==> config.mk <==
export PLATFORM = sky130hd
export DESIGN_NAME = llint_log
export DESIGN_NICKNAME = d
export VERILOG_FILES = /design/src/rtl/llint_pkg.sv /design/src/rtl/llint_log.sv
export SDC_FILE = /design/constraint.sdc
export NUM_CORES = 2
export LEC_CHECK = 0
export ABC_AREA = 1
export BUFFER_PORTS_ARGS = -buffer_cell sky130_fd_sc_hd__buf_2
export CAP_MARGIN = 0
export CORE_MARGIN = 5
export CORE_UTILIZATION = 67
export CTS_BUF_LIST = sky130_fd_sc_hd__clkbuf_16
export DETAILED_ROUTE_END_ITERATION = 8
export PLACE_DENSITY_LB_ADDON = 0.1
export REMOVE_ABC_BUFFERS = 1
export SLEW_MARGIN = 0
export SYNTH_ARGS = -nofsm -noshare
export SYNTH_HDL_FRONTEND = slang
export SYNTH_SLANG_ARGS = --single-unit
==> constraint.sdc <==
create_clock -name clk -period 7.6 [get_ports clk]
set_clock_uncertainty 0.2 [all_clocks]
set_input_delay 1.9 -clock clk [delete_from_list [all_inputs] [get_ports clk]]
set_output_delay 1.9 -clock clk [all_outputs]
set_load 0.05 [all_outputs]
==> src/rtl/llint_pkg.sv <==
// ----------------------------------------------------------------------------
// Limit-line interpolator package
// Shared constants, codes and the control token that walks the cell chain.
// ----------------------------------------------------------------------------
package llint_pkg;

  localparam int LEVEL_W  = 16;
  localparam int MODE_W   = 2;
  localparam int LOG_FRAC = 16;
  localparam int FRAC_W   = 17;
  localparam int PC_W     = 5;

  // Request kinds on the input tuser.
  localparam logic REQ_WRITE = 1'b0;
  localparam logic REQ_EVAL  = 1'b1;

  // Segment interpolation modes.
  localparam logic [MODE_W-1:0] MODE_LOG  = 2'd0;
  localparam logic [MODE_W-1:0] MODE_LIN  = 2'd1;
  localparam logic [MODE_W-1:0] MODE_STEP = 2'd2;

  // Register indexes.
  localparam int REG_POINT_COUNT = 0;

  typedef struct packed {
    logic below;
    logic above;
    logic hi_found;
  } chain_ctl_t;

endpackage

==> src/rtl/llint_log.sv <==
// ----------------------------------------------------------------------------
// Log2 unit
// Normalizes by one shift a cycle, then squares the mantissa 16 times.
// ----------------------------------------------------------------------------
module llint_log #(
  parameter int FREQ_BITS = 34,
  parameter int EW        = 6
) (
  input  logic                               clk,
  input  logic                               rst,
  input  logic                               go,
  input  logic [FREQ_BITS-1:0]               x,
  output logic                               done,
  output logic [EW+llint_pkg::LOG_FRAC-1:0]  result
);

  typedef enum logic [1:0] {L_IDLE, L_NORM, L_MUL, L_CHK} lstate_t;

  lstate_t                        state;
  logic [FREQ_BITS-1:0]           xn;
  logic [EW-1:0]                  e;
  logic [30:0]                    y;
  logic [61:0]                    prod;
  logic [llint_pkg::LOG_FRAC-1:0] bits;
  logic [3:0]                     cnt;
  logic [FREQ_BITS+30:0]          wide;
  logic [31:0]                    sq;

  assign wide   = {xn, 31'b0};
  assign sq     = prod[61:30];
  assign result = {e, bits};

  always_ff @(posedge clk) begin
    if (rst) begin
      state <= L_IDLE;
      done  <= 1'b0;
    end else begin
      done <= 1'b0;
      unique case (state)
        L_IDLE: begin
          if (go) begin
            xn    <= x;
            e     <= EW'(FREQ_BITS - 1);
            state <= L_NORM;
          end
        end
        L_NORM: begin
          if (xn[FREQ_BITS-1]) begin
            y     <= wide[FREQ_BITS+30 -: 31];
            bits  <= '0;
            cnt   <= '0;
            state <= L_MUL;
          end else begin
            xn <= {xn[FREQ_BITS-2:0], 1'b0};
            e  <= e - 1'b1;
          end
        end
        L_MUL: begin
          prod  <= 62'(y * y);
          state <= L_CHK;
        end
        L_CHK: begin
          if (sq[31]) begin
            y    <= sq[31:1];
            bits <= {bits[llint_pkg::LOG_FRAC-2:0], 1'b1};
          end else begin
            y    <= sq[30:0];
            bits <= {bits[llint_pkg::LOG_FRAC-2:0], 1'b0};
          end
          cnt <= cnt + 1'b1;
          if (cnt == 4'd15) begin
            done  <= 1'b1;
            state <= L_IDLE;
          end else begin
            state <= L_MUL;
          end
        end
        default: state <= L_IDLE;
      endcase
    end
  end

endmodule

---- Yosys cells after proc, flatten, opt, wreduce, memory -nomap -nowiden ----
Index checks and enable logic that the tools add are counted.
operators by class
  multiplexer cells ....................... 19
  bitwise operators ....................... 2
  $mul .................................... 1
  reduce and logical (&&, ||, !) cells .... 9
  equal/unequal tests ..................... 7
  $add $sub $neg .......................... 2
operator list
  kind                   number
  $mux W34               2
  $pmux W34 S2           1
  $mul A31 B31 Y62       1
  $mux W31               2
  $pmux W31 S2           1
  $pmux W16 S2           1
  $mux W16               1
  $mux W6                2
  $pmux W6 S2            1
  $pmux W2 S4            1
  $pmux W4 S2            1
  $mux W2                3
  $ne A2 B2 Y1 const B   3
  $reduce_and A3 Y1      2
  $sub A6 B1 Y6 const B  1
  $add A4 B1 Y4 const B  1
  $eq A2 B2 Y1 const B   2
  $eq A4 B4 Y1 const B   1
  $mux W4                1
  $reduce_and A2 Y1      2
  $reduce_and A4 Y1      1
  $reduce_bool A2 Y1     2
  $eq A2 B1 Y1 const B   1
  $logic_not A2 Y1       1
  other kinds (3)        5
word-level totals
  register bits after elaboration ......... 156
  logic and storage cells ................. 49
  output and inout bits ................... 23
  bits of input ports ..................... 37

---- Longest topological paths before layout ----
  depth after elaboration ................. 3
  gate-level depth with buffers ........... 33
  depth with buffers taken out ............ 31

---- Worst setup path before layout ----
OpenSTA, ideal clock, no wires.
  path kind ............................... register to register
  start point ............................. register y[7]
  end point ............................... register prod[58] (data pin)
  arrival ................................. 6.411 ns
  setup slack ............................. 0.737 ns
  cell stages (with the launch flop) ...... 28
  clock period less this slack ............ 6.863 ns
  setup time .............................. 0.252 ns
  data required time ...................... 7.148 ns
  path buffers ............................ 2
  cell sequence ........................... edfxtp_1 -> clkbuf_1 -> clkbuf_1 -> nand2_1 -> fa_1 -> inv_1 -> fa_1 -> inv_1 -> fa_1 -> inv_1 -> fa_1 -> inv_1 -> fa_1 -> fa_1 -> fa_1 -> fa_1 -> inv_1 -> ha_1 -> nand2_1 -> inv_1 -> a21oi_1 -> nand2_1 -> nand2_1 -> nand2_1 -> a21oi_1 -> nand2_1 -> nand2_1 -> nand2_1
on the way
  longest elaborated chain between the ends .. 1
ends and longest elaborated chain
  what                      line             source
  start: declaration        llint_log.sv:22  logic [30:0] y;
  start signal: assignment  llint_log.sv:49  y <= wide[FREQ_BITS+30 -: 31];
  start signal: assignment  llint_log.sv:64  y <= sq[31:1];
  start signal: assignment  llint_log.sv:67  y <= sq[30:0];
  $mul A31 B31 Y62          llint_log.sv:59  prod <= 62'(y * y);
  end signal: assignment    llint_log.sv:59
  end: declaration          llint_log.sv:23  logic [61:0] prod;
No other way between the ends.
A chain may end at the register's enable or synchronous reset.

---- Final worst setup path ----
  start point ............................. register y[21]
  end point ............................... register prod[48] (data pin)
The elaborated chain is that of the path after synthesis.

==> results_dict.tcl <==
set metrics [dict create \
    cts_tree "built" \
    maxSlewViolCount 0 \
    core_area_um2 50300 \
    synthesis.instances 4074 \
    insertion_delay_ns 0.43 \
    hold_buffers 0 \
    rows 82 \
    synth-main-ff-cell "edfxtp_1" \
    antenna_found_initial 1 \
    placed_area_um2 35500 \
    die_area_um2 55500 \
    setup-tns-final_ns 0 \
    hold_class "flop to flop" \
    io_pins 60 \
    setup_violations 0 \
    finalInstanceArea_um2 36200 \
    die_y_um 236 \
    dp_hpwl_um 71700 \
    vias 25100 \
    numCtsBuffers 17 \
    yosys-top-cells-area "fa_1 (44%), inv_1 (15%), edfxtp_1 (11%), nand2_1 (11%), ha_1 (9.9%)" \
    ant_nets 0 \
    crit_required_ns 7.55 \
    drt-total-wl_um 85100 \
    r2r_cells 24 \
    cts.path.max_buffers 2 \
    cts_sinks 126 \
    reg2reg_setup_slack_ns 0.23 \
    ys_seq_area_share_pct 11.0 \
    synth.avg_cell_area_um2 8.37 \
    root_buffer "clkbuf_16" \
    grt_overflow 0 \
    cp-start-kind "flop" \
    top_layer_used "met4" \
    start_util_pct 67.8 \
    grt_setup_unrepaired "no" \
    min_period_over_period_pct 96.9 \
    ys_warn_count 0 \
    hold_violations 0 \
    io_buffer_count 59 \
    area_growth_pct 6.05 \
    synth_seq_cells 126 \
    tightest_slew_ns 0.820 \
    grt_use_total_pct 32.1 \
    grt_pass1_wl_um 141000 \
    yosysUniqueCellTypes 44 \
    timing_worst_setup_path_type "flop to flop" \
    holdWs_ns 0.342 \
    fmax_mhz 136 \
    status "completed" \
    timing.final.crit_period_ns 7.37 \
    cts_max_level 4 \
    wl_met2_um 42700 \
    synth_edf_count 123 \
    num-nets-final 5174 \
    avgViaCountPerCell 5.23 \
    wl_per_cell_um 17.7 \
    dr_wl_met3_um 4950 \
    maxSlewHeadroom_pct 45.2 \
    critPathMaxFanout 14 \
    grt_pass1_vias 27400 \
    placed_cells 4761 \
    n_fill_cell 3956 \
    yosysMostFrequentCell "inv_1" \
    synth_commonest_cells "inv_1 (1375), nand2_1 (969), fa_1 (748)" \
    die_w_um 236 \
    yosysTopAreaCell "fa_1" \
    synth_top_area_share_pct 43.9 \
    synthesis.area_um2 34100 \
    end_kind "flop" \
    finalNonFillerCells 4806 \
    drt_iter0_drc 1570 \
    drive_above_1_share_pct 5.44 \
    synth-async-reset-ratio_pct 0 \
    wl_met1_um 33300 \
    path_clk_slew_ns 0.08 \
    routabilityCongestion 1.00 \
    firstDrtPassIters 5 \
    drc 0 \
    worstPathArrival_ns 7.32 \
    grt_max_degree 48 \
    maxCapViolCount 0 \
    min_delay_path_depth 1 \
]
## cells by family (layout without fill, tap and decap cells)
| group | count (synthesis) | after routing | synth area share [%] |
|---|---|---|---|
| xor+xnor | 31 | 31 | 0.796 |
| flops | 126 | 126 | 11.0 |
| simple gates | 1226 | 1226 | 14.4 |
| buf+inv | 1495 | 1554 | 16.5 |
| other cells | 0 | 1 | 0 |
| compound gates | 179 | 179 | 3.52 |
| fa+ha+maj | 1017 | 1017 | 53.8 |
## sequential cells by signal (all words and copies together) (netlist names)
register	count
xn	34
prod	32
y	31
bits	16
e	6
cnt	4
state	2
done	1
## stage by stage
stage	util (%)	setup slack (ns)
detailed placement	70.6	0.158
finish	71.9	0.232
CTS	71.7	0.113
global placement	70.6	0.179
global route	71.9	0.0162
floorplan	-	0.772
## placed cells by master, fill, tap and decap left out, types with 3 or more instances in the layout
cell | Yosys | layout
a21oi_1 | 68 | 68
o221ai_1 | 28 | 28
nor2_2 | 13 | 15
inv_2 | 7 | 7
nand3_1 | 56 | 56
inv_6 | 0 | 4
nor2_1 | 128 | 126
nor3_2 | 5 | 6
o21bai_1 | 19 | 19
clkbuf_16 | 0 | 17
nand2_1 | 969 | 969
edfxtp_1 | 123 | 123
inv_1 | 1375 | 1375
nand3b_1 | 3 | 3
xor2_1 | 19 | 19
a22o_1 | 32 | 32
ha_1 | 269 | 269
buf_12 | 0 | 12
or2_2 | 6 | 6
nor3_1 | 6 | 5
buf_2 | 8 | 59
o21ai_0 | 22 | 22
nand2_2 | 10 | 10
xnor2_1 | 12 | 12
buf_4 | 0 | 69
nand4_1 | 14 | 14
nor4_1 | 5 | 5
fa_1 | 748 | 748
clkinvlp_4 | 0 | 3
dfxtp_1 | 3 | 3
## what timing repair did
action | CTS | global route
gates resized for setup | 0 | 1
endpoints found under the hold margin | 0 | 0
setup endpoints to repair | 0 | 26
buffers inserted | 0 | 12
## worst max-delay path: stages (launching register included)
cell and delay, ns:
edfxtp_1 0.57, buf_4 0.27, buf_4 0.26, nand2_1 0.15, fa_1 0.57, inv_1 0.05, fa_1 0.49, inv_1 0.06
fa_1 0.48, fa_1 0.54, inv_1 0.05, fa_1 0.49, fa_1 0.45, fa_1 0.58, ha_1 0.26, ha_1 0.39
nand2_1 0.15, inv_1 0.10, nand2_1 0.13, nor2_2 0.23, nand2_1 0.12, nor2_1 0.11, nand2_1 0.13, nand4_1 0.13
nand2_1 0.10
## layout make-up
type                    instances  area, um2  share of cell area (%)
diodes                          1       2.50                 0.00692
well taps                     672        841                    2.33
inverters                    1382       5190                    14.3
multi-input cells            2453      24700                    68.4
repair buffers                140       1050                    2.91
clock inverters                15        160                   0.443
clock buffers                  17        425                    1.18
flip-flops and latches        126       3750                    10.4
## per-layer routing
| layer | vias to the layer above | GRT usage (%) |
|---|---|---|
| li1 | 11700 | - |
| met1 | 12300 | 41.9 |
| met2 | 896 | 55.9 |
| met3 | 208 | 2.96 |
| met4 | 0 | 12.9 |
| met5 | - | 0 |
## worst paths after layout
check | start | endpoint
setup / recovery | y[21] | prod[48]
setup reg to reg | y[21] | prod[48]
hold / removal | xn[2] | xn[3]
hold reg to reg | xn[2] | xn[3]
Power is not shown: default switching activity piles up to over one toggle a cycle in this logic, so the estimate is an artifact.
