File: config.mk
export PLATFORM = sky130hd
export DESIGN_NAME = llint_cell
export DESIGN_NICKNAME = d
export VERILOG_FILES = /design/src/rtl/llint_pkg.sv /design/src/rtl/llint_cell.sv
export SDC_FILE = /design/constraint.sdc
export NUM_CORES = 1
export LEC_CHECK = 0
export ABC_AREA = 1
export BUFFER_PORTS_ARGS = -buffer_cell sky130_fd_sc_hd__buf_2
export CORE_AREA = 2 2 129 131
export DETAILED_ROUTE_END_ITERATION = 16
export DIE_AREA = 0 0 131 133
export PLACE_DENSITY = 0.74
export SLEW_MARGIN = 20
export SYNTH_ARGS = -nofsm -noshare
export SYNTH_HDL_FRONTEND = slang
export SYNTH_SLANG_ARGS = --single-unit
File: constraint.sdc
create_clock -name clk -period 4.5 [get_ports clk]
set_input_delay 0.9 -clock clk [delete_from_list [all_inputs] [get_ports clk]]
set_output_delay 0.9 -clock clk [all_outputs]
set_load 0.02 [all_outputs]
File: src/rtl/llint_pkg.sv
// ----------------------------------------------------------------------------
// Limit-line interpolator package
// Shared constants, codes and the control token that walks the cell chain.
// ----------------------------------------------------------------------------
package llint_pkg;

  localparam int LEVEL_W  = 16;
  localparam int MODE_W   = 2;
  localparam int LOG_FRAC = 16;
  localparam int FRAC_W   = 17;
  localparam int PC_W     = 5;

  // Request kinds on the input tuser.
  localparam logic REQ_WRITE = 1'b0;
  localparam logic REQ_EVAL  = 1'b1;

  // Segment interpolation modes.
  localparam logic [MODE_W-1:0] MODE_LOG  = 2'd0;
  localparam logic [MODE_W-1:0] MODE_LIN  = 2'd1;
  localparam logic [MODE_W-1:0] MODE_STEP = 2'd2;

  // Register indexes.
  localparam int REG_POINT_COUNT = 0;

  typedef struct packed {
    logic below;
    logic above;
    logic hi_found;
  } chain_ctl_t;

endpackage

File: src/rtl/llint_cell.sv
// ----------------------------------------------------------------------------
// Limit-line cell
// Holds one breakpoint and updates the segment token passing through it.
// ----------------------------------------------------------------------------
module llint_cell #(
  parameter int FREQ_BITS = 34,
  parameter bit IS_FIRST  = 1'b0
) (
  input  logic                                clk,
  input  logic                                wr_en,
  input  logic [FREQ_BITS-1:0]                wr_freq,
  input  logic signed [llint_pkg::LEVEL_W-1:0] wr_level,
  input  logic [llint_pkg::MODE_W-1:0]        wr_mode,
  input  logic                                active,
  input  logic                                is_last,
  input  logic [FREQ_BITS-1:0]                in_q,
  input  logic [FREQ_BITS-1:0]                in_flo,
  input  logic [FREQ_BITS-1:0]                in_fhi,
  input  logic signed [llint_pkg::LEVEL_W-1:0] in_lo,
  input  logic signed [llint_pkg::LEVEL_W-1:0] in_hi,
  input  logic [llint_pkg::MODE_W-1:0]        in_mode,
  input  llint_pkg::chain_ctl_t               in_ctl,
  output logic [FREQ_BITS-1:0]                out_q,
  output logic [FREQ_BITS-1:0]                out_flo,
  output logic [FREQ_BITS-1:0]                out_fhi,
  output logic signed [llint_pkg::LEVEL_W-1:0] out_lo,
  output logic signed [llint_pkg::LEVEL_W-1:0] out_hi,
  output logic [llint_pkg::MODE_W-1:0]        out_mode,
  output llint_pkg::chain_ctl_t               out_ctl
);

  logic [FREQ_BITS-1:0]                freq;
  logic signed [llint_pkg::LEVEL_W-1:0] level;
  logic [llint_pkg::MODE_W-1:0]        mode;
  logic                                at_or_below;

  assign at_or_below = (freq <= in_q);

  always_ff @(posedge clk) begin
    if (wr_en) begin
      freq  <= wr_freq;
      level <= wr_level;
      mode  <= wr_mode;
    end
  end

  always_ff @(posedge clk) begin
    out_q    <= in_q;
    out_flo  <= in_flo;
    out_fhi  <= in_fhi;
    out_lo   <= in_lo;
    out_hi   <= in_hi;
    out_mode <= in_mode;
    out_ctl  <= in_ctl;
    if (active && is_last && !at_or_below) begin
      out_ctl.above <= 1'b0;
    end
    if (active && is_last && (in_q > freq)) begin
      out_ctl.above <= 1'b1;
    end
    // The search stops at the first breakpoint above the query.
    if (active && !in_ctl.hi_found) begin
      if (at_or_below) begin
        out_flo  <= freq;
        out_lo   <= level;
        out_mode <= mode;
      end else if (IS_FIRST) begin
        out_ctl.below <= 1'b1;
      end else begin
        out_ctl.hi_found <= 1'b1;
        out_fhi          <= freq;
        out_hi           <= level;
      end
    end
  end

endmodule

* Word level (Yosys, flattened, before mapping)
Index checks and enable logic that the tools add are counted. Widths: inputs -> output; s select.
Storage, ports and cells: flip-flop bits (word level) 191, input bits 195, logic and storage cells 33
Operators by class: magnitude comparators 2, multiplexer cells 13, reduce and logical (&&, ||, !) cells 6
Operators by type and width (number):
- $mux 34 | 4
- $mux 16 | 4
- $gt 34x34->1 | 1
- $le 34x34->1 | 1
- $logic_and 1x1->1 | 4
- $mux 2 | 2
- $mux 1 | 3
- $logic_not 1->1 | 2

* Logic depth before layout (Yosys ltp)
Gate-level depths: netlist of run 1.
depth after elaboration 4, depth in mapped cells 16, depth with buffers taken out 15

* Least setup slack after synthesis of run 1
No wires, ideal clock.
kind input port to flip-flop, from input in_q[17], to register out_flo[0], library setup time 0.113 ns, data arrival time 2.219 ns, required time 4.387 ns, slack 2.168 ns, cell stages on the path 13, buffers on the path 1, cell sequence ha_1 nand2_1 nor2_2 inv_1 nor3_1 nand2_1 nand2_1 nand2_1 nand3_4 nand2_4 buf_6 nand2_1 nand2_1
On the way: cells in the longest elaborated chain, start to end 3
RTL lines:
- from (decl) | RTL line llint_cell.sv:16 | input logic [FREQ_BITS-1:0] in_q,
- $le 34x34->1 | RTL line llint_cell.sv:37 | assign at_or_below = (freq <= in_q);
- $mux 34 | RTL line llint_cell.sv:63 | if (at_or_below) begin
- $mux 34 | RTL line llint_cell.sv:62 | if (active && !in_ctl.hi_found) begin
- to (signal assigned) | RTL line llint_cell.sv:49 | out_flo <= in_flo;
- to (signal assigned) | RTL line llint_cell.sv:64 | out_flo <= freq;
- to (decl) | RTL line llint_cell.sv:24 | output logic [FREQ_BITS-1:0] out_flo,
Every way passes these cells. A chain may end at the register's enable or synchronous reset.

* Worst setup path in the final report of run 1
from input in_q[33], to register out_fhi[22]
On the way: cells in the longest elaborated chain, start to end 3
RTL lines:
- $le 34x34->1 | RTL line llint_cell.sv:37
- $mux 34 | RTL line llint_cell.sv:63
- $mux 34 | RTL line llint_cell.sv:62
- to (signal assigned) | RTL line llint_cell.sv:50 | out_fhi <= in_fhi;
- to (signal assigned) | RTL line llint_cell.sv:71 | out_fhi <= freq;
- to (decl) | RTL line llint_cell.sv:25 | output logic [FREQ_BITS-1:0] out_fhi,
Every way passes these cells.

==> metrics, run 1 <==
Seq/Total Area, Yosys=63.0%; Max-cap violations=0; Layout area overhead=34.8%; Overflow after GRT=0; Power Density=446 mW/mm^2; flop2flop setup slack=1.71 ns; DIE WIDTH=131 um; Hold Path Class=register to register; gr usage total=22.7%; vias in the first global route=5757; die footprint=0.0174 sq mm; metal2 WL=9870 um; critical path class=input pin to register; area taken by multi-input logic gates=0.00218 sq mm; port bufs=333; dpl ws=1.10 ns; CTS resizes=0; Hold Path Depth=2; first-pass GRT wire length=29800 um; Vias/cell=4.65; core area=0.0162 sq mm; critical path launch point type=input pin; WL final=19800 um; number of buffers created by CTS=17; later-pin clock latency in the skew report=0.43 ns; Synthesized Nets=939; area post-placement=0.00870 sq mm; cells on worst reg2reg path=13; Ys Warns=0; fillers=1447; setup violators final=0; met3 WL=1450 um; H-tree levels=4; Mapped Area=0.00690 sq mm; Routability Congestion=0.778; crit path max fanout=35; clk_skew=0.0111 ns; Least-Margin Pin Slew=1.09 ns; hpwl dp=14900 um; DRC viols=0; simple-gate area share of the yosys netlist=24.0%; initial antenna violation count=2; post-cts hold buffer count=0; TritonCTS clock tree=built; unrepaired setup endpoints after global routing=false; Max-slew headroom=27.5%; Post-Synthesis Cells=710; mean routed wirelength per cell=15.6 um; Top Metal Used=met5; reg-to-reg endpoint=out_fhi[22]$_DFF_P_; Final min period=2.92 ns; Vias=5911; CTS root buf=clkbuf_16; CP Data Arrival Time=3.24 ns; largest net degree at the start of global routing=104; fin cells=1271; Tot Pwr=4150 uW; Reg-to-Reg Start=freq[33]$_DFFE_PP_; Synth Area in Compound Gates=1.23%; Leak Pwr=0.00494 uW; # IOs=334; Longest Clk Path Bufs=2; setup TNS=0 ns; status=completed; Synth cell types=24; fin nets=1266; Placed Cells=1238; register area=0.00434 sq mm; antenna violation net count after detailed routing=0; max-slew violations=0; DRT met1 WL=8090 um; adder-cell area share of the yosys netlist=6.17%; share of layout cells above drive strength 1=36.2%; First-pass DRT Iterations=5; Max rail drop VDD=0.000268 V; postcts setup bufs=0; Synth Area in XOR/XNOR=0%; Avg Cell Area, Syn=9.71 sq um; Final Hold Vio Count=0; hold wc startpoint=mode[0]$_DFFE_PP_; initial core utilization=42.6%; Iter 0 DRT Violations=355; #FFs+latches synth=191; final worst setup slack=1.58 ns; mux contribution to synthesized area=0%; Rows=47; Worst Hold End=out_mode[0]$_DFF_P_; Reg clk slew, reported paths=0.08 ns; CP Data Required Time=4.81 ns; largest family of logic cells by synthesized area=simple AND/OR/NAND/NOR gates; Fmax=342 MHz; clock sink total=191; final worst path period share=64.9%; chip height=133 um; Critical Path Sink Type=register; post-route cell area=0.00929 sq mm
==> layer usage <==
layer | vias up | GRT usage, %
met2 | 244 | 38.1
met4 | 2 | 8.33
met1 | 2693 | 27.8
met5 | - | 0
met3 | 27 | 6.27
li1 | 2945 | -
==> cells in the final DEF (no fill, tap or decap), types with 2 or more instances in the layout <==
cell / count
a21o_1: 2
a21oi_1: 12
buf_2: 333
buf_4: 6
clkbuf_16: 17
clkinv_4: 2
clkinvlp_4: 2
dfxtp_1: 139
edfxtp_1: 52
ha_1: 34
inv_1: 51
inv_6: 5
inv_8: 4
nand2_1: 257
nand3_1: 105
nor2_1: 14
nor2_4: 3
o21ai_0: 2
==> Yosys cell counts <==
library cell | number | share of area (%)
buf_6 | 5 | 0.82
nand4_2 | 1 | 0.18
edfxtp_1 | 52 | 23
a21oi_1 | 12 | 0.87
a21o_1 | 2 | 0.22
nand4_1 | 1 | 0.091
nand2_1 | 257 | 14
ha_1 | 34 | 6.2
clkbuf_1 | 9 | 0.49
nor2_4 | 2 | 0.33
inv_1 | 51 | 2.8
nand2_4 | 1 | 0.16
nand3_4 | 1 | 0.25
nor3_1 | 1 | 0.073
nor2_2 | 2 | 0.18
nor2_1 | 14 | 0.76
o21ai_0 | 2 | 0.15
buf_1 | 2 | 0.11
nand3b_2 | 1 | 0.16
nor3_2 | 1 | 0.15
buf_2 | 5 | 0.36
buf_4 | 10 | 1.1
nand3_1 | 105 | 7.6
dfxtp_1 | 139 | 40
==> registers in the layout (all words and copies together) (netlist names) <==
register  cells
out_ctl       3
out_fhi      34
mode          2
out_hi       16
out_mode      2
out_flo      34
level        16
out_lo       16
freq         34
out_q        34
==> worst max-delay path, cell delays in order <==
cell and delay [ns]:
buf_2 0.12, ha_1 0.30, nand2_1 0.16, inv_1 0.06, nand2_1 0.06, nand2_1 0.07
a21oi_1 0.12, nand2_1 0.10, nor2_4 0.16, nand4_4 0.55, buf_4 0.46, nand2_1 0.09
nand2_1 0.06
==> per-stage QoR <==
step | util, % | hold slack [ns]
after floorplan | - | 0.446
after global placement | 53.8 | 0.452
after detailed placement | 53.8 | 0.461
after CTS | 57.5 | 0.479
after global routing | 57.5 | 0.494
final | 57.5 | 0.473
==> how the worst max path moves through the flow <==
stage,from,end,depth (start not counted)
after floorplan,in_q[17],out_flo[0]$_DFF_P_,13
after global placement,in_q[33],out_fhi[21]$_DFF_P_,13
after detailed placement,in_q[33],out_fhi[21]$_DFF_P_,13
after CTS,in_q[33],out_fhi[22]$_DFF_P_,13
after global routing,in_q[33],out_fhi[17]$_DFF_P_,13
final,in_q[33],out_fhi[22]$_DFF_P_,13
==> final cells by class <==
cell class / count / share of cell area (%)
antenna: 1 / 0.0269
clock buffer: 17 / 4.58
clock inverter: 15 / 1.80
inverter: 51 / 2.06
multi-input combinational: 437 / 23.4
sequential: 191 / 46.7
tap: 220 / 2.96
timing repair buffer: 339 / 18.4
==> power by group <==
group | internal, uW | total, uW | switching [uW] | leakage (uW)
clock network | 794 | 1520 | 726 | 0.000286
registers | 1920 | 1970 | 56.1 | 0.00168
logic | 227 | 655 | 428 | 0.00297
==> cell families (layout without fill, tap and decap cells) <==
kind of cell | Yosys count | after routing
compound gates | 16 | 16
fa+ha+maj | 34 | 34
buf+inv | 82 | 422
flops | 191 | 191
other cells | 0 | 1
simple gates | 387 | 387
Note: power is estimated with default switching activity, not from simulation.
==> run 2, diff against run 1 <==
Settings changed: CORE_AREA 2 2 129 131 to 2 2 130 132, DIE_AREA 0 0 131 133 to 0 0 132 134, PLACE_DENSITY 0.74 to 0.73.
Clock period 4.5 ns to 3 ns, I/O delays scaled along.
==> metrics, run 2 (synthesis gave the netlist of run 1 again) <==
initial antenna violation count=4; max-slew violations=0; chip height=134 um; DIE WIDTH=132 um; first-pass GRT wire length=29800 um; First-pass DRT Iterations=4; vias in the first global route=5705; Placed Cells=1241; gr usage total=22.1%; port bufs=333; Bufs and invs on worst path=2; Final min period=2.38 ns; Routability Congestion=0.782; crit path max fanout=24; Critical Path Sink Type=register; largest stage delay on the critical path=0.38 ns; CP max-delay cell=edfxtp_1; final worst path period share=79.4%; die footprint=0.0177 sq mm; number of buffers created by CTS=17; TritonCTS clock tree=built; largest net degree at the start of global routing=71; CP Data Required Time=3.32 ns; fin cells=1275; CP Data Arrival Time=2.70 ns; postcts setup bufs=0; Iter 0 DRT Violations=339; Overflow after GRT=0; setup violators final=0; initial core utilization=42.3%; CTS resizes=0; Final Hold Vio Count=0; post-route cell area=0.00938 sq mm; Vias/cell=4.60; Worst path top cell family by delay=simple AND/OR/NAND/NOR gates; DRC viols=0; most used cell along the critical path=nand2_1; critical path class=register to register; crit path cell chain=inv_1, ha_1, nand2_1, nor2_1, nand3_1, nor3_2, nand3b_2, nand3_4, nand2_4, buf_12, nand2_1, nand2_1; Least-Margin Pin Slew=0.705 ns; most common cell after layout, fill and taps aside=buf_2; hpwl dp=14800 um; Max-cap violations=0; fin nets=1269; Longest Clk Path Bufs=2; Max rail drop VDD=0.000414 V; clock sink total=191; Leak Pwr=0.00498 uW; post-cts hold buffer count=0; area post-placement=0.00877 sq mm; mean routed wirelength per cell=15.3 um; Vias=5866; most frequent cells in the layout=buf_2 (333), nand2_1 (257), dfxtp_1 (139); later-pin clock latency in the skew report=0.43 ns; Hold Path Class=input pin to register; dpl ws=0.268 ns; H-tree levels=4; # IOs=334; setup TNS=0 ns; core area=0.0163 sq mm; Layout area overhead=36.0%; share of layout cells above drive strength 1=35.7%; status=completed; Rows=47; Max-slew headroom=53.0%; Tot Pwr=6210 uW; unrepaired setup endpoints after global routing=false; Reg clk slew, reported paths=0.06 ns; WL final=19500 um; final worst setup slack=0.617 ns; clk_skew=0.0125 ns; fillers=1487; CTS root buf=clkbuf_16; Power Density=662 mW/mm^2; Fmax=420 MHz; critical path launch point type=register; antenna violation net count after detailed routing=0
==> run 2: worst paths after layout <==
| check | startpoint | endpoint | slack, ns | cells past startpoint |
|---|---|---|---|---|
| max | freq[13]$_DFFE_PP_ | out_flo[18]$_DFF_P_ | 0.62 | 12 |
| min | in_ctl[2] | out_ctl[2]$_DFF_P_ | 0.27 | 1 |
| max reg2reg | freq[13]$_DFFE_PP_ | out_flo[18]$_DFF_P_ | 0.62 | 12 |
| min reg2reg | mode[0]$_DFFE_PP_ | out_mode[0]$_DFF_P_ | 0.47 | 2 |
==> run 2: stage by stage <==
stage | hold slack, ns | utilization, %
6_report | 0.270 | 57.6
5_1_grt | 0.251 | 57.5
4_1_cts | 0.254 | 57.5
3_5_place_dp | 0.459 | 53.8
3_3_place_gp | 0.462 | 53.8
2_1_floorplan | 0.446 | -
==> run 2: metal layers <==
layer	vias up	wire [um]	GRT usage [%]
met5	-	0	0
met4	0	414	7.91
met3	29	1600	6.73
met2	249	9780	38.3
met1	2636	7700	26.1
li1	2952	-	-
==> run 2: layout make-up <==
| cell class | instances | area (sq um) | share of cell area (%) |
|---|---|---|---|
| clock inverters | 1 | 8.76 | 0.0934 |
| diodes | 3 | 7.51 | 0.0801 |
| repair buffers | 342 | 1780 | 19.0 |
| flip-flops and latches | 191 | 4340 | 46.3 |
| multi-input cells | 437 | 2180 | 23.2 |
| clock buffers | 30 | 589 | 6.29 |
| inverters | 51 | 191 | 2.04 |
| well taps | 220 | 275 | 2.94 |
==> run 2: power by group <==
group | internal (uW) | total [uW] | switching, uW
Combinational | 354 | 991 | 637
Clock | 1330 | 2260 | 932
Sequential | 2880 | 2960 | 80.1
Total | 4560 | 6210 | 1650
==> run 3, diff against run 2 <==
Settings changed: ABC_AREA 1 to 0, CORE_AREA 2 2 130 132 to 2 2 129 131, DIE_AREA 0 0 132 134 to 0 0 131 133, PLACE_DENSITY 0.73 to 0.74.
Clock period 3 ns to 2.2 ns, I/O delays scaled along.
==> metrics, run 3 <==
status=complete, but fails checks; failing checks=negative setup slack; Hold Path Class=input pin to register; Power Density=827 mW/mm^2; H-tree levels=4; First-pass DRT Iterations=4; cells on worst reg2reg path=10; EDFF count, synth=52; Post-Synthesis Cells=433; final worst path period share=115%; crit path cell chain=inv_2, ha_4, a21oi_1, o21ai_1, a221o_1, a22oi_2, and4b_4, buf_4, buf_12, mux2_4; crit path max fanout=7; Vias=4875; hold wc startpoint=in_ctl[2]; Max-cap violations=0; max-slew violations=0; asr flop ratio synth=0%; WL final=17700 um; #FFs+latches synth=191; Iter 0 DRT Violations=152; CP Data Required Time=2.51 ns; Comb pwr share=18.1%; Rows=47; setup violators final=102; top cells by area, synth=dfxtp_1 (41%), edfxtp_1 (23%), mux2_4 (11%); CP Data Arrival Time=2.85 ns; Least-Margin Pin Slew=0.393 ns; CP max-delay cell=edfxtp_1; Final Hold Vio Count=0; Avg Cell Area, Syn=15.7 sq um; most common cell after layout, fill and taps aside=buf_2; area post-placement=0.00943 sq mm; Overflow after GRT=0; initial core utilization=42.1%; Longest Clk Path Bufs=2; leading area contributor after synthesis=dfxtp_1; initial antenna violation count=1; # IOs=334; Tot Pwr=8550 uW; Seq/Total Area, Yosys=63.8%; clock power share=35.3%; sw frac=25.5%; critical path class=register to register; Worst Hold End=out_ctl[2]$_DFF_P_; Layout area overhead=52.0%; Max-slew headroom=73.6%; hold slack=0.115 ns; predominant post-synthesis flop cell=dfxtp_1; fin nets=1067; P_int=6370 uW; top cell type's share of synthesized area=40.9%; post-route cell area=0.0103 sq mm; clock sink total=191; clk_skew=0.0126 ns; gr usage total=19.4%; largest stage delay on the critical path=0.41 ns; critical path launch point type=register; chip height=133 um; Critical Path Sink Type=register; fillers=1265; unrepaired setup endpoints after global routing=true; later-pin clock latency in the skew report=0.42 ns; sequential power share=46.6%; Max rail drop VDD=0.000510 V; Hold Path Depth=1; share of layout cells above drive strength 1=67.1%; count leader, synth=dfxtp_1; most frequent cells in the layout=buf_2 (333), dfxtp_1 (139), mux2_4 (102); Mapped Area=0.00681 sq mm; Leak Pwr=0.00495 uW; Fmax=394 MHz; hpwl dp=13200 um; Bufs and invs on worst path=3; reg-to-reg endpoint=out_fhi[32]$_DFF_P_; fin cells=1072; Synth cell types=35; final worst setup slack=-0.339 ns; Worst path top cell family by delay=compound AO/OA/AOI/OAI gates; Placed Cells=1027; Ys Warns=0; Reg clk slew, reported paths=0.07 ns; P_sw=2180 uW; vias in the first global route=5015; die footprint=0.0174 sq mm; top cells by count, synth=dfxtp_1 (139), edfxtp_1 (52), mux2_4 (50); number of buffers created by CTS=17; Vias/cell=4.55; mean routed wirelength per cell=16.5 um; TritonCTS clock tree=built; flop2flop setup slack=-0.34 ns; first-pass GRT wire length=25200 um; Final min period=2.54 ns; Synthesized Nets=662; Reg-to-Reg Start=freq[3]$_DFFE_PP_; Routability Congestion=0.773; port bufs=333; antenna violation net count after detailed routing=0; CTS root buf=clkbuf_16; largest net degree at the start of global routing=53; DIE WIDTH=131 um; core area=0.0162 sq mm; DRC viols=0
## run 3: changes by cell type in the layout (fill, tap and decap cells not counted), sizes merged, moves of 3 or more
cell / delta
a21oi: +3
nand2: -251
nand4: +7
nand3: -104
clkinvlp: +3
mux2: +102
nor2: -17
inv: -12
buf: +54
clkbuf: -6
## run 3: routing by layer
| metal | track usage [%] | up-vias | part of all wire (%) | wire, um |
|---|---|---|---|---|
| met5 | 0 | - | 0 | 0 |
| met4 | 8.57 | 0 | 3.0 | 529 |
| met3 | 5.82 | 36 | 6.9 | 1220 |
| met2 | 34.1 | 212 | 51 | 9050 |
| met1 | 21.4 | 2281 | 39 | 6890 |
| li1 | - | 2346 | - | - |
## run 3: layout make-up
type	count	area [sq um]	share of cell area, %
clock inverter	9	96.3	0.931
inverter	36	135	1.31
sequential	191	4340	42.0
clock buffer	23	479	4.63
tap	220	275	2.66
multi-input combinational	195	2700	26.1
timing repair buffer	397	2320	22.4
antenna	1	2.50	0.0242
## run 3: cell families (layout without fill, tap and decap cells)
| family | after synthesis | in the layout | synth area share [%] |
|---|---|---|---|
| other | 0 | 1 | 0 |
| and+or+nand+nor | 29 | 29 | 3.24 |
| muxes | 102 | 102 | 19.6 |
| AOI/OAI and AO/OA | 30 | 30 | 2.89 |
| DFF | 191 | 191 | 63.8 |
| buffers and inverters | 47 | 465 | 4.17 |
| adders and majority gates | 34 | 34 | 6.25 |
## run 3: how the worst max path moves through the flow
stage	slack [ns]	from	endpoint	depth (start not counted)
2_1_floorplan	-0.15	in_q[25]	out_fhi[0]$_DFF_P_	9
3_3_place_gp	-0.52	in_q[10]	out_flo[33]$_DFF_P_	9
3_5_place_dp	-0.60	in_q[11]	out_flo[33]$_DFF_P_	9
4_1_cts	-0.37	freq[4]$_DFFE_PP_	out_flo[26]$_DFF_P_	10
5_1_grt	-0.47	freq[3]$_DFFE_PP_	out_fhi[2]$_DFF_P_	9
6_report	-0.34	freq[3]$_DFFE_PP_	out_fhi[32]$_DFF_P_	10
## run 3: repair_timing
item / in CTS / in global routing
cloned: 2 / 1
pin swaps: 3 / 7
endpoints found under the hold margin: 0 / 0
setup buffers: 3 / 6
hold buffers: 0 / 0
endpoints found under the setup margin: 102 / 103
gates resized for setup: 31 / 24
## run 3: through the flow
step                util, %  setup TNS (ns)  setup slack [ns]
finish                 64.0          -31.08            -0.339
global route           64.0          -45.18            -0.474
floorplan                 -          -14.14            -0.150
global placement       58.3          -49.11            -0.517
CTS                    63.1          -33.09            -0.369
detailed placement     58.3          -53.76            -0.598
## run 3: power by group through the flow
stage | Sequential [uW] | Combinational (uW) | Clock [uW]
floorplan | 4340 | 542 | 0
global placement | 4060 | 1410 | 0
detailed placement | 4070 | 1440 | 0
CTS | 3990 | 1510 | 3070
global route | 4020 | 1660 | 3220
finish | 3990 | 1550 | 3020
