--- src/rtl/llint_pkg.sv ---
// ----------------------------------------------------------------------------
// Limit-line interpolator package
// Shared constants, codes and the control token that walks the cell chain.
// ----------------------------------------------------------------------------
package llint_pkg;

  localparam int LEVEL_W  = 16;
  localparam int MODE_W   = 2;
  localparam int LOG_FRAC = 16;
  localparam int FRAC_W   = 17;
  localparam int PC_W     = 5;

  // Request kinds on the input tuser.
  localparam logic REQ_WRITE = 1'b0;
  localparam logic REQ_EVAL  = 1'b1;

  // Segment interpolation modes.
  localparam logic [MODE_W-1:0] MODE_LOG  = 2'd0;
  localparam logic [MODE_W-1:0] MODE_LIN  = 2'd1;
  localparam logic [MODE_W-1:0] MODE_STEP = 2'd2;

  // Register indexes.
  localparam int REG_POINT_COUNT = 0;

  typedef struct packed {
    logic below;
    logic above;
    logic hi_found;
  } chain_ctl_t;

endpackage

--- src/rtl/llint_div.sv ---
// ----------------------------------------------------------------------------
// Segment fraction divider
// Restoring divider, one quotient bit per cycle.
// ----------------------------------------------------------------------------
module llint_div #(
  parameter int NW = 50,
  parameter int DW = 34
) (
  input  logic                             clk,
  input  logic                             rst,
  input  logic                             go,
  input  logic [NW-1:0]                    dividend,
  input  logic [DW-1:0]                    divisor,
  output logic                             done,
  output logic [llint_pkg::FRAC_W-1:0]     quot
);

  localparam int CW = $clog2(NW + 1);

  logic          busy;
  logic [CW-1:0] cnt;
  logic [NW-1:0] dvd;
  logic [DW-1:0] dsr;
  logic [DW-1:0] rem;
  logic [DW:0]   rem_sh;
  logic [DW:0]   diff;

  assign rem_sh = {rem, dvd[NW-1]};
  assign diff   = rem_sh - {1'b0, dsr};
  assign quot   = dvd[llint_pkg::FRAC_W-1:0];

  always_ff @(posedge clk) begin
    if (rst) begin
      busy <= 1'b0;
      done <= 1'b0;
    end else begin
      done <= 1'b0;
      if (go) begin
        busy <= 1'b1;
        dvd  <= dividend;
        dsr  <= divisor;
        rem  <= '0;
        cnt  <= CW'(NW);
      end else if (busy) begin
        if (!diff[DW]) begin
          rem <= diff[DW-1:0];
          dvd <= {dvd[NW-2:0], 1'b1};
        end else begin
          rem <= rem_sh[DW-1:0];
          dvd <= {dvd[NW-2:0], 1'b0};
        end
        cnt <= cnt - 1'b1;
        if (cnt == CW'(1)) begin
          busy <= 1'b0;
          done <= 1'b1;
        end
      end
    end
  end

endmodule

--- config.mk ---
export PLATFORM = sky130hd
export DESIGN_NAME = llint_div
export DESIGN_NICKNAME = d
export VERILOG_FILES = /design/src/rtl/llint_pkg.sv /design/src/rtl/llint_div.sv
export SDC_FILE = /design/constraint.sdc
export NUM_CORES = 1
export LEC_CHECK = 0
export BUFFER_PORTS_ARGS = -buffer_cell sky130_fd_sc_hd__buf_2
export CAP_MARGIN = 5
export CORE_AREA = 2 2 122 124
export CTS_CLUSTER_DIAMETER = 40
export DETAILED_ROUTE_END_ITERATION = 8
export DIE_AREA = 0 0 124 126
export PLACE_DENSITY_LB_ADDON = 0.25
export SYNTH_ARGS = -nofsm -noshare
export SYNTH_HDL_FRONTEND = slang
export SYNTH_SLANG_ARGS = --single-unit
--- constraint.sdc ---
create_clock -name clk -period 6.2 [get_ports clk]
set_input_delay 0.93 -clock clk [delete_from_list [all_inputs] [get_ports clk]]
set_output_delay 0.93 -clock clk [all_outputs]
set_load 0.005 [all_outputs]
# --- Word-level counts from Yosys, hierarchy flattened ---
# Index checks and enable logic that the tools add are counted.
totals:
  output_inout_bits: 18
  wordCells: 25
  register_bits: 126
classes:
  n_reduce_logical: 4
  eq_ne: 1
  addsub: 2
  n_mux: 10
  bitwise_logic: 2
ops:
  columns: ["operator", "count"]
  rows:
  - ["50-bit 2-to-1 mux", 2]
  - ["34-bit 2-to-1 mux", 2]
  - ["35-bit by 34-bit subtractor with 35-bit output", 1]
  - ["6-bit by 1-bit == test with 1-bit output, second input constant", 1]
  - ["6-bit 2-to-1 mux", 1]
  - ["6-bit by 1-bit subtractor with 6-bit output, second input constant", 1]
  - ["1-bit 2-to-1 mux", 5]
  - ["2-bit AND reduction", 2]
  - ["3-bit OR reduction", 1]
  - ["1-bit inverter", 2]
  - ["2-bit nonzero test", 1]

# --- Longest topological paths before layout ---
# Gate-level depths: netlist (run 1).
logic_depth:
  ltp_word: 4
  mapped_depth: 15
  ltp_nobuf: 13

# --- Worst setup path before layout (run 1) ---
# OpenSTA, ideal clock, no wires.
synth_path:
  path_type: "input port to flip-flop"
  from: "input port go"
  to: "register cnt[0], enable pin"
  cell_stages: 5
  setup_slack_ps: 39
  arrival_ps: 5622
  path_buffers: 3
  path_cell_list: "clkbuf_1 > clkbuf_1 > clkbuf_1 > nor2_1 > nor2_1"
synth_via:
  elab_chain_cells: 2
synth_rtl:
  columns: ["element", "line", "rtl"]
  rows:
  - ["from (decl)", "llint_div.sv:11", "input logic go,"]
  - ["2-bit nonzero test (no line)", null, null]
  - ["2-bit AND reduction (no line)", null, null]
  - ["to (signal assigned)", "llint_div.sv:43", "cnt <= CW'(NW);"]
  - ["to (signal assigned)", "llint_div.sv:52", "cnt <= cnt - 1'b1;"]
  - ["to (decl)", "llint_div.sv:21", "logic [CW-1:0] cnt;"]
# No other way between the ends.
# A chain may end at the register's enable or synchronous reset.

# --- Worst setup path after layout (run 1) ---
layout_path:
  from: "register dvd[49]"
  to: "register rem[12] (data pin)"
layout_via:
  elab_chain_cells: 3
layout_rtl:
  columns: ["element", "line", "rtl"]
  rows:
  - ["from (decl)", "llint_div.sv:22", "logic [NW-1:0] dvd;"]
  - ["from (signal assigned)", "llint_div.sv:40", "dvd <= dividend;"]
  - ["from (signal assigned)", "llint_div.sv:47", "dvd <= {dvd[NW-2:0], 1'b1};"]
  - ["from (signal assigned)", "llint_div.sv:50", "dvd <= {dvd[NW-2:0], 1'b0};"]
  - ["35-bit by 34-bit subtractor with 35-bit output", "llint_div.sv:29", "assign diff = rem_sh - {1'b0, dsr};"]
  - ["34-bit 2-to-1 mux", "llint_div.sv:45", "if (!diff[DW]) begin"]
  - ["34-bit 2-to-1 mux", "llint_div.sv:44", "end else if (busy) begin"]
  - ["to (signal assigned)", "llint_div.sv:46", "rem <= diff[DW-1:0];"]
  - ["to (signal assigned)", "llint_div.sv:49", "rem <= rem_sh[DW-1:0];"]
  - ["to (decl)", "llint_div.sv:24", "logic [DW-1:0] rem;"]
# No other way between the ends. The select of a mux whose other input is x is not followed.

==> flow_summary_export.csv, run 1 <==
group,metric,value,unit
run_status,run_status,"finished clean",
timing,finalWorstSetupSlack,2.504,ns
clocking,cts_max_level,4,
timing,min_period_over_period,59.62,%
clocking,cts_resized,0,
setup_path,critPathCaptureType,"flop",
clocking,worstSkewPairLatency,0.42,ns
grt,grt_first_pass_wirelength,24.16,mm
clocking,cts_root_buf,"clkbuf_16",
clocking,clk_pin_slew,0.06,ns
detailed_routing,drtIter0Drc,240,
timing,setup_viol,0,
floorplan,fp.dieW,124,µm
cells_and_area,syn2layout_area_growth,15.22,%
floorplan,rows,44,
cells_and_area,fin_nets,825,
timing,relSlewSlack,28.97,%
placed_design,portBuffers,104,
synthesis,synthDistinctLibCells,66,
detailed_routing,via_count,4972,
synthesis,syn_inst,614,
clocking,hold_buffers,0,
setup_path,required,6.34,ns
power,power.leakage,3.446,nW
timing,fmax,270.5,MHz
grt,grtUsageTotal,19.89,%
detailed_routing,ant_nets,0,
detailed_routing,wl,14.63,mm
cells_and_area,drive_gt1_share,28.43,%
floorplan,die_area,0.01562,mm²
grt,grt_overflow,0,
grt,grt_max_degree,82,
synthesis,ys_seq_area_share,51.96,%
setup_path,worst_setup_path_start_kind,"flop",
floorplan,fp.coreArea,0.01431,mm²
synthesis,ys_async_sr_fraction,0,%
floorplan,start_util,50.60,%
setup_path,r2r_setup_slack,2.50,ns
setup_path,path_max_fanout,38,
synthesis,synth_edf_count,124,
synthesis,syn_avg_cell_area,11.80,µm²
run,cap_viol_max_count,0,
synthesis,synth_flop_cell,"edfxtp_1",
grt,antenna_found_initial,0,
timing,hold_ws,0.4929,ns
clocking,clkSinkCount,126,
clocking,cts_tree,"done",
timing,finClkSkew,0.01203,ns
floorplan,die_h,126,µm
placed_design,gp_congestion,0.8786,
synthesis,syn-cell-area,0.007243,mm²
clocking,clock_path_buffers,2,
cells_and_area,final_common_cell,"edfxtp_1",
timing,hold_violations,0,
power,power_density,316.6,mW/mm²
cells_and_area,antennaDiodeCount,0,
floorplan,ios,105,
cells_and_area,utilization,58.30,%
grt,first_global_vias,5171,
setup_path,crit_type,"reg2reg",
cells_and_area,final_cell_mix,"124 x edfxtp_1, 104 x buf_2, 54 x nor2_1",
synthesis,ys_seq_elements,126,
placed_design,dp_slack,2.505,ns
timing,finalCriticalPeriod,3.696,ns
timing,setup-tns-final,0,ns
clocking,post_cts_buffers,0,
detailed_routing,drc_errors,0,
timing,drv_slew,0,
clocking,numCtsBuffers,17,
hold_path,hold_path_class,"reg2reg",
timing,worst_pin_slew,1.063,ns
synthesis,synthesis.nets,738,
detailed_routing,via_per_inst,5.537,
placed_design,dp_hpwl,10.34,mm
detailed_routing,drt-wirelength-per-cell,16.29,µm
timing,grt_setup_unrepaired,"false",
synthesis,ys_warn_count,0,
setup_path,cp.arrival,3.84,ns
detailed_routing,dr.pass1.iters,5,
power,irDropWorstVdd,0.2143,mV
-- path summary, 6_finish.rpt --
check                              from  cells after the start      end
worst min-delay path               busy                      1     done
worst max register to register  dvd[49]                     13  rem[12]
worst min register to register     busy                      1     done
worst max-delay path            dvd[49]                     13  rem[12]
-- registers in the layout (all words and copies together), names as in the netlist --
name  flops
rem      34
done      1
dvd      50
dsr      34
cnt       6
busy      1
-- layer usage --
layer | global-route usage [%] | part of all wire [%] | up-vias | routed length [µm]
met5 | 0 | 0 | - | 0
met4 | 6.477 | 1.5 | 0 | 214
met3 | 7.292 | 7.4 | 17 | 1079
met2 | 32.61 | 49 | 140 | 7125
met1 | 24.27 | 42 | 2380 | 6210
li1 | - | - | 2435 | -
-- cells in the mapped netlist (3+ instances only) --
cell type | instances | area share (%)
o311a_1 | 3 | 0.41
buf_4 | 18 | 1.9
nand2_1 | 31 | 1.6
buf_2 | 4 | 0.28
xnor2_1 | 17 | 2.1
o21ai_0 | 17 | 1.2
o22ai_1 | 6 | 0.52
and3_1 | 4 | 0.35
a21oi_1 | 34 | 2.3
clkbuf_1 | 12 | 0.62
mux2_2 | 49 | 7.6
nor4_1 | 3 | 0.26
nor2_1 | 56 | 2.9
mux2i_1 | 28 | 3.9
xor2_1 | 11 | 1.3
a21o_1 | 9 | 0.93
or4_1 | 3 | 0.31
a31oi_1 | 5 | 0.43
edfxtp_1 | 124 | 51
nand2b_1 | 3 | 0.26
a211oi_1 | 7 | 0.73
o41ai_1 | 3 | 0.36
nor2b_1 | 4 | 0.35
buf_12 | 3 | 0.83
o2111ai_1 | 3 | 0.36
nand3_1 | 10 | 0.69
ha_1 | 36 | 6.2
nand4_1 | 7 | 0.60
nor3_1 | 7 | 0.48
nor3b_1 | 3 | 0.31
inv_1 | 48 | 2.5
-- worst max-delay path: stages, from the launching register on --
cell and delay (ns):
edfxtp_1 0.41, inv_1 0.08, ha_1 0.16, inv_1 0.05, fa_1 0.40, a21o_2 0.22
a311o_1 0.36, o2111ai_2 0.14, or3_4 0.21, a211oi_4 0.07, o211ai_2 0.24, nand3_4 0.55
nand2_1 0.39, o22ai_1 0.13
-- stage by stage --
stage	instances	power, mW	cell area, µm²
final	898	2.642	8346
after global routing	898	2.768	8346
after CTS	898	2.658	8346
after detailed placement	866	1.658	7761
after global placement	866	1.639	7761
after floorplan	614	1.551	7243
-- report_power, final --
part / switching (mW) / internal, mW / leakage (nW)
Combinational: 0.330 / 0.255 / 1.96
Sequential: 0.0313 / 1.03 / 1.20
Clock: 0.400 / 0.598 / 0.288
-- cell type report --
cell class                      count  area, µm²
Fill cell                        1204       5968
Timing Repair Buffer              107      543.0
Inverter                           49      183.9
Multi-Input combinational cell    400       3040
Tap cell                          184      230.2
Sequential cell                   126       3764
Clock buffer                       17      425.4
Clock inverter                     15      158.9
-- logic make-up (layout without fill, tap and decap cells) --
| logic type | count (synthesis) | count (layout) | synth area share (%) |
|---|---|---|---|
| adders and majority gates | 37 | 37 | 6.495 |
| AOI/OAI and AO/OA | 111 | 111 | 10.49 |
| and+or+nand+nor | 147 | 147 | 9.915 |
| muxes | 77 | 77 | 11.49 |
| DFF | 126 | 126 | 51.96 |
| buffers and inverters | 88 | 188 | 6.270 |
| xor gates and xnor gates | 28 | 28 | 3.386 |
Power figures use the tool's default switching activity.
==> run 2, diff against run 1 <==
- CORE_AREA: 2 2 122 124 -> 2 2 115 117
- DIE_AREA: 0 0 124 126 -> 0 0 117 119
- clock period: 6.2 -> 3.5 ns (I/O delays scaled with it)
==> run 2 against run 1 <==
  * Non-clock buffer count up 16
  * Critical path depth up 1
  * Clock power up 78%
  * Global-route usage up 2.9 points
  * Via count up 2.4%
  * Die area down 11%
  * Design area up 2.4%
  * Flip-flop and latch count unchanged
==> flow_summary_export.csv, run 2 (synthesis results as in run 1) <==
group,metric,value,unit
grt,grt_max_degree,66,
clocking,hold_buffers,0,
detailed_routing,dr.pass1.iters,5,
grt,first_global_vias,5317,
detailed_routing,drc_errors,0,
setup_path,cp-startpoint,"dvd[49]",
clocking,cts_root_buf,"clkbuf_16",
run_status,run_status,"finished clean",
timing,min_period_over_period,95.86,%
cells_and_area,utilization,66.37,%
detailed_routing,drt-wirelength-per-cell,16.44,µm
power,p_seq_share,39.2,%
run,cap_viol_max_count,0,
grt,antenna_found_initial,0,
clocking,numCtsBuffers,17,
detailed_routing,via_per_inst,5.611,
cells_and_area,fin_nets,842,
timing,grt_setup_unrepaired,"true",
cells_and_area,antennaDiodeCount,0,
setup_path,critPathSlowestCell,"or3_4",
setup_path,crit_type,"reg2reg",
power,pwr-share-comb,23.7,%
placed_design,portBuffers,104,
power,p_int,3.464,mW
timing,finalWorstSetupSlack,0.1449,ns
detailed_routing,via_count,5089,
timing,drv_slew,0,
grt,grt_overflow,0,
setup_path,reg2reg_from,"dvd[49]",
placed_design,placed_cells_incl_taps,866,
placed_design,dp_slack,0.05581,ns
floorplan,start_util,56.26,%
clocking,clk_pin_slew,0.06,ns
grt,grt_first_pass_wirelength,24.65,mm
hold_path,hp-start,"divisor[5]",
clocking,cts_tree,"done",
power,power.leakage,3.552,nW
timing,fmax,298.1,MHz
cells_and_area,final_area,0.008544,mm²
hold_path,hold_path_class,"in2reg",
cells_and_area,final_cell_mix,"124 x edfxtp_1, 104 x buf_2, 54 x nor2_1",
power,p_sw_share,27.76,%
setup_path,path_max_fanout,7,
cells_and_area,stdcell_count,907,
timing,finClkSkew,0.005408,ns
cells_and_area,top_regs,"dvd (50), dsr (34), rem (34)",
setup_path,slowest_delay,0.42,ns
cells_and_area,final_common_cell,"edfxtp_1",
placed_design,place_area,0.007856,mm²
timing,setup_viol,0,
setup_path,worst_setup_path_start_kind,"flop",
placed_design,gp_congestion,0.9165,
setup_path,required,3.64,ns
placed_design,dp_hpwl,10.47,mm
power,clockPowerShare,37.1,%
timing,worst_pin_slew,0.7488,ns
timing,relSlewSlack,50.08,%
floorplan,fp.dieW,117,µm
detailed_routing,ant_nets,0,
floorplan,ios,105,
clocking,cts_max_level,4,
setup_path,critPathCaptureType,"flop",
setup_path,crit_path_cell_trace,"inv_1, ha_1, inv_1, fa_1, a21o_2, a311o_1, o2111ai_2, or3_4, a211oi_4, or3_4, nand3_4, buf_12, mux2i_1, nor2_1",
power,irDropWorstVdd,0.5021,mV
clocking,clkSinkCount,126,
cells_and_area,max_flop_register,"dvd",
cells_and_area,drive_gt1_share,30.10,%
power,switchingPower,1.331,mW
timing,hold_violations,0,
timing,finalCriticalPeriod,3.355,ns
clocking,clock_path_buffers,2,
floorplan,die_area,0.01392,mm²
power,power_density,561.2,mW/mm²
floorplan,fp.coreArea,0.01287,mm²
grt,grtUsageTotal,22.74,%
setup_path,cp.arrival,3.49,ns
detailed_routing,drtIter0Drc,397,
detailed_routing,wl,14.91,mm
clocking,worstSkewPairLatency,0.42,ns
floorplan,rows,42,
cells_and_area,syn2layout_area_growth,17.97,%
cells_and_area,largest_reg_flops,50,
floorplan,die_h,119,µm
[run 2: layer usage]
metal,share of wire (%),up-vias,track usage (%)
met5,0,-,0
met4,2.4,0,9.191
met3,6.1,24,7.176
met2,48,164,36.49
met1,43,2441,28.43
li1,-,2460,-
[run 2: through the flow]
step	hold slack [ns]	power (mW)	setup TNS [ns]
after floorplan	0.4660	2.743	0
after global placement	0.4816	2.931	0
after detailed placement	0.4882	2.979	0
after CTS	0.2618	4.770	0
after global routing	0.2652	5.026	-0.03208
final	0.2779	4.796	0
[run 2: power by group through the flow]
stage | Combinational (mW) | Clock, mW | Sequential (mW)
detailed placement | 1.07 | 0 | 1.91
global route | 1.26 | 1.87 | 1.89
CTS | 1.08 | 1.81 | 1.88
finish | 1.14 | 1.78 | 1.88
global placement | 1.03 | 0 | 1.90
floorplan | 0.855 | 0 | 1.89
[run 2: area by class of cell]
cell class / instances / area, µm²
inverter: 49 / 183.9
fill: 982 / 4330
tap: 176 / 220.2
clock inverter: 14 / 167.7
clock buffer: 18 / 429.2
sequential: 126 / 3764
multi-input combinational: 401 / 3049
timing repair buffer: 123 / 730.7
[run 2: worst max-delay path, delay by kind of cell, from the launching register on]
| family | cells | cell delay [ns] |
|---|---|---|
| AND/OR/NAND/NOR | 4 | 0.82 |
| multiplexers | 1 | 0.22 |
| AO/OA/AOI/OAI | 4 | 0.75 |
| flip-flops | 1 | 0.41 |
| adder cells (fa/ha/maj) | 2 | 0.56 |
| buffers and inverters | 3 | 0.30 |
[run 2: final timing paths]
path | to | slack [ns] | cells after the start
worst max-delay path | rem[5] | 0.14 | 14
worst min-delay path | dsr[5] | 0.28 | 1
worst max register to register | rem[5] | 0.14 | 14
worst min register to register | done | 0.49 | 1
[run 2: what timing repair did]
| item | in CTS | in global routing |
|---|---|---|
| buffers inserted | 0 | 7 |
| endpoints found under the setup margin | 0 | 20 |
| resized for setup | 0 | 1 |
==> run 3, diff against run 2 <==
- ABC_CLOCK_PERIOD_IN_PS: not set -> 3500
- CORE_AREA: 2 2 115 117 -> 2 2 148 92
- DIE_AREA: 0 0 117 119 -> 0 0 150 94
==> run 3 against run 2 <==
  * Flip-flop and latch count unchanged
  * Combinational power about the same
  * Global-route usage decreased by 0.61 points
  * Die area increased by 1.3%
  * Setup slack got worse by 0.041 ns
  * Critical path depth unchanged
  * Register-to-register slack got worse by 0.04 ns
  * Maximum frequency decreased by 1.2%
  * Utilization increased by 0.61 points
  * Critical path type unchanged
  * Critical endpoint is now rem[9]
  * Highest routed layer unchanged
==> flow_summary_export.csv, run 3 (synthesis results as in run 1) <==
group,metric,value,unit
setup_path,worst_setup_path_start_kind,"flop",
cells_and_area,final_common_cell,"edfxtp_1",
setup_path,critPathCaptureType,"flop",
detailed_routing,via_per_inst,5.765,
grt,antenna_found_initial,0,
placed_design,dp_hpwl,10.48,mm
grt,grtUsageTotal,22.14,%
grt,grt_first_pass_wirelength,24.03,mm
power,p_int,3.271,mW
timing,finalWorstSetupSlack,0.1043,ns
timing,drv_slew,0,
cells_and_area,drive_gt1_share,29.93,%
placed_design,dp_slack,0.1527,ns
placed_design,portBuffers,104,
clocking,cts_max_level,4,
floorplan,fp.coreArea,0.01265,mm²
grt,grt_max_degree,59,
power,p_sw_share,30.60,%
detailed_routing,drc_errors,0,
floorplan,fp.dieW,150,µm
power,power_density,556.1,mW/mm²
clocking,numCtsBuffers,17,
clocking,clock_path_buffers,2,
setup_path,cp.arrival,3.56,ns
placed_design,gp_congestion,0.9199,
timing,relSlewSlack,58.84,%
cells_and_area,final_cell_mix,"124 x edfxtp_1, 104 x buf_2, 54 x nor2_1",
timing,hold_violations,0,
clocking,clkSinkCount,126,
timing,grt_setup_unrepaired,"true",
power,pwr-share-comb,24.2,%
detailed_routing,ant_nets,0,
floorplan,rows,32,
floorplan,die_h,94,µm
power,p_seq_share,39.8,%
setup_path,reg2reg_from,"dvd[49]",
timing,finalCriticalPeriod,3.396,ns
cells_and_area,largest_reg_flops,50,
setup_path,crit_type,"reg2reg",
timing,worst_pin_slew,0.6110,ns
detailed_routing,drtIter0Drc,357,
timing,min_period_over_period,97.02,%
power,total_power,4.713,mW
timing,finClkSkew,0.008336,ns
grt,first_global_vias,4872,
power,power.leakage,3.509,nW
detailed_routing,via_count,5160,
detailed_routing,dr.pass1.iters,5,
hold_path,hold_path_class,"in2reg",
power,clockPowerShare,36.0,%
clocking,cts_root_buf,"clkbuf_16",
clocking,cts_tree,"done",
floorplan,ios,105,
cells_and_area,max_flop_register,"dvd",
timing,hold_ws,0.2700,ns
setup_path,reg2regPathDepth,14,
setup_path,path_max_fanout,14,
run,cap_viol_max_count,0,
timing,setup_viol,0,
cells_and_area,antennaDiodeCount,0,
power,irDropWorstVdd,0.3085,mV
setup_path,r2r-end,"rem[9]",
detailed_routing,wl,15.44,mm
clocking,clk_pin_slew,0.06,ns
clocking,worstSkewPairLatency,0.42,ns
power,switchingPower,1.442,mW
setup_path,required,3.66,ns
cells_and_area,syn2layout_area_growth,17.00,%
detailed_routing,drt-wirelength-per-cell,17.25,µm
floorplan,start_util,57.25,%
setup_path,r2r_setup_slack,0.10,ns
grt,grt_overflow,0,
cells_and_area,fin_nets,836,
cells_and_area,top_regs,"dvd (50), dsr (34), rem (34)",
timing,fmax,294.5,MHz
setup_path,crit_path_end,"rem[9]",
setup_path,cp-startpoint,"dvd[49]",
timing,setup-tns-final,0,ns
floorplan,die_area,0.01410,mm²
run_status,run_status,"finished clean",
==> run 3: cell count changes in the layout (fill, tap and decap cells not counted), moves of 3 or more <==
cell / change
bufinv_16: -3
inv_8: +5
buf_4: -6
inv_6: +3
clkinv_2: -3
==> run 3: metal layers <==
layer / vias up / track usage [%] / part of all wire [%]
met5: - / 0 / 0
met4: 0 / 9.277 / 1.8
met3: 32 / 3.932 / 6.4
met2: 194 / 32.46 / 44
met1: 2479 / 32.44 / 48
li1: 2455 / - / -
==> run 3: worst max-delay path: stages, from the launching register on <==
cell and delay [ns]:
edfxtp_1 0.41, inv_1 0.08, ha_1 0.17, inv_1 0.06, fa_1 0.39, a21o_2 0.24
a311o_1 0.38, o2111ai_2 0.13, or3_4 0.20, a211oi_4 0.07, or3_4 0.41, nand3_4 0.13
clkbuf_16 0.21, mux2i_1 0.20, nor2_1 0.05
==> run 3: per-stage QoR <==
step / cells / util (%) / area, µm²
2_1_floorplan: 614 / - / 7251
3_3_place_gp: 861 / 62.04 / 7849
3_5_place_dp: 861 / 62.04 / 7849
4_1_cts: 893 / 66.51 / 8414
5_1_grt: 895 / 66.98 / 8474
6_report: 895 / 66.98 / 8474
==> run 3: repair_timing <==
item                                   in CTS  in global routing
setup buffers                               0                  0
resized for setup                           0                  3
setup endpoints to repair                   0                 13
endpoints found under the hold margin       0                  0
hold buffers                                0                  0
==> run 3: area by class of cell <==
cell class	instances	area (µm²)
Timing Repair Buffer	118	701.9
Multi-Input combinational cell	400	3047
Tap cell	170	212.7
Inverter	49	183.9
Fill cell	967	4178
Sequential cell	126	3764
Clock inverter	15	140.1
Clock buffer	17	425.4
==> run 3: worst min path at each step <==
| stage | start | to | slack (ns) | depth (start not counted) |
|---|---|---|---|---|
| 4_1_cts | divisor[8] | dsr[8] | 0.26 | 1 |
| 6_report | divisor[8] | dsr[8] | 0.27 | 1 |
| 3_5_place_dp | busy | done | 0.48 | 1 |
| 3_3_place_gp | busy | done | 0.48 | 1 |
| 2_1_floorplan | busy | done | 0.47 | 1 |
| 5_1_grt | divisor[8] | dsr[8] | 0.26 | 1 |
==> run 3: power groups by stage <==
stage / combinational [mW] / clock, mW / sequential [mW]
5_1_grt: 1.24 / 1.79 / 1.89
6_report: 1.14 / 1.70 / 1.88
2_1_floorplan: 0.855 / 0 / 1.89
4_1_cts: 1.08 / 1.72 / 1.88
3_3_place_gp: 1.03 / 0 / 1.90
3_5_place_dp: 1.06 / 0 / 1.91
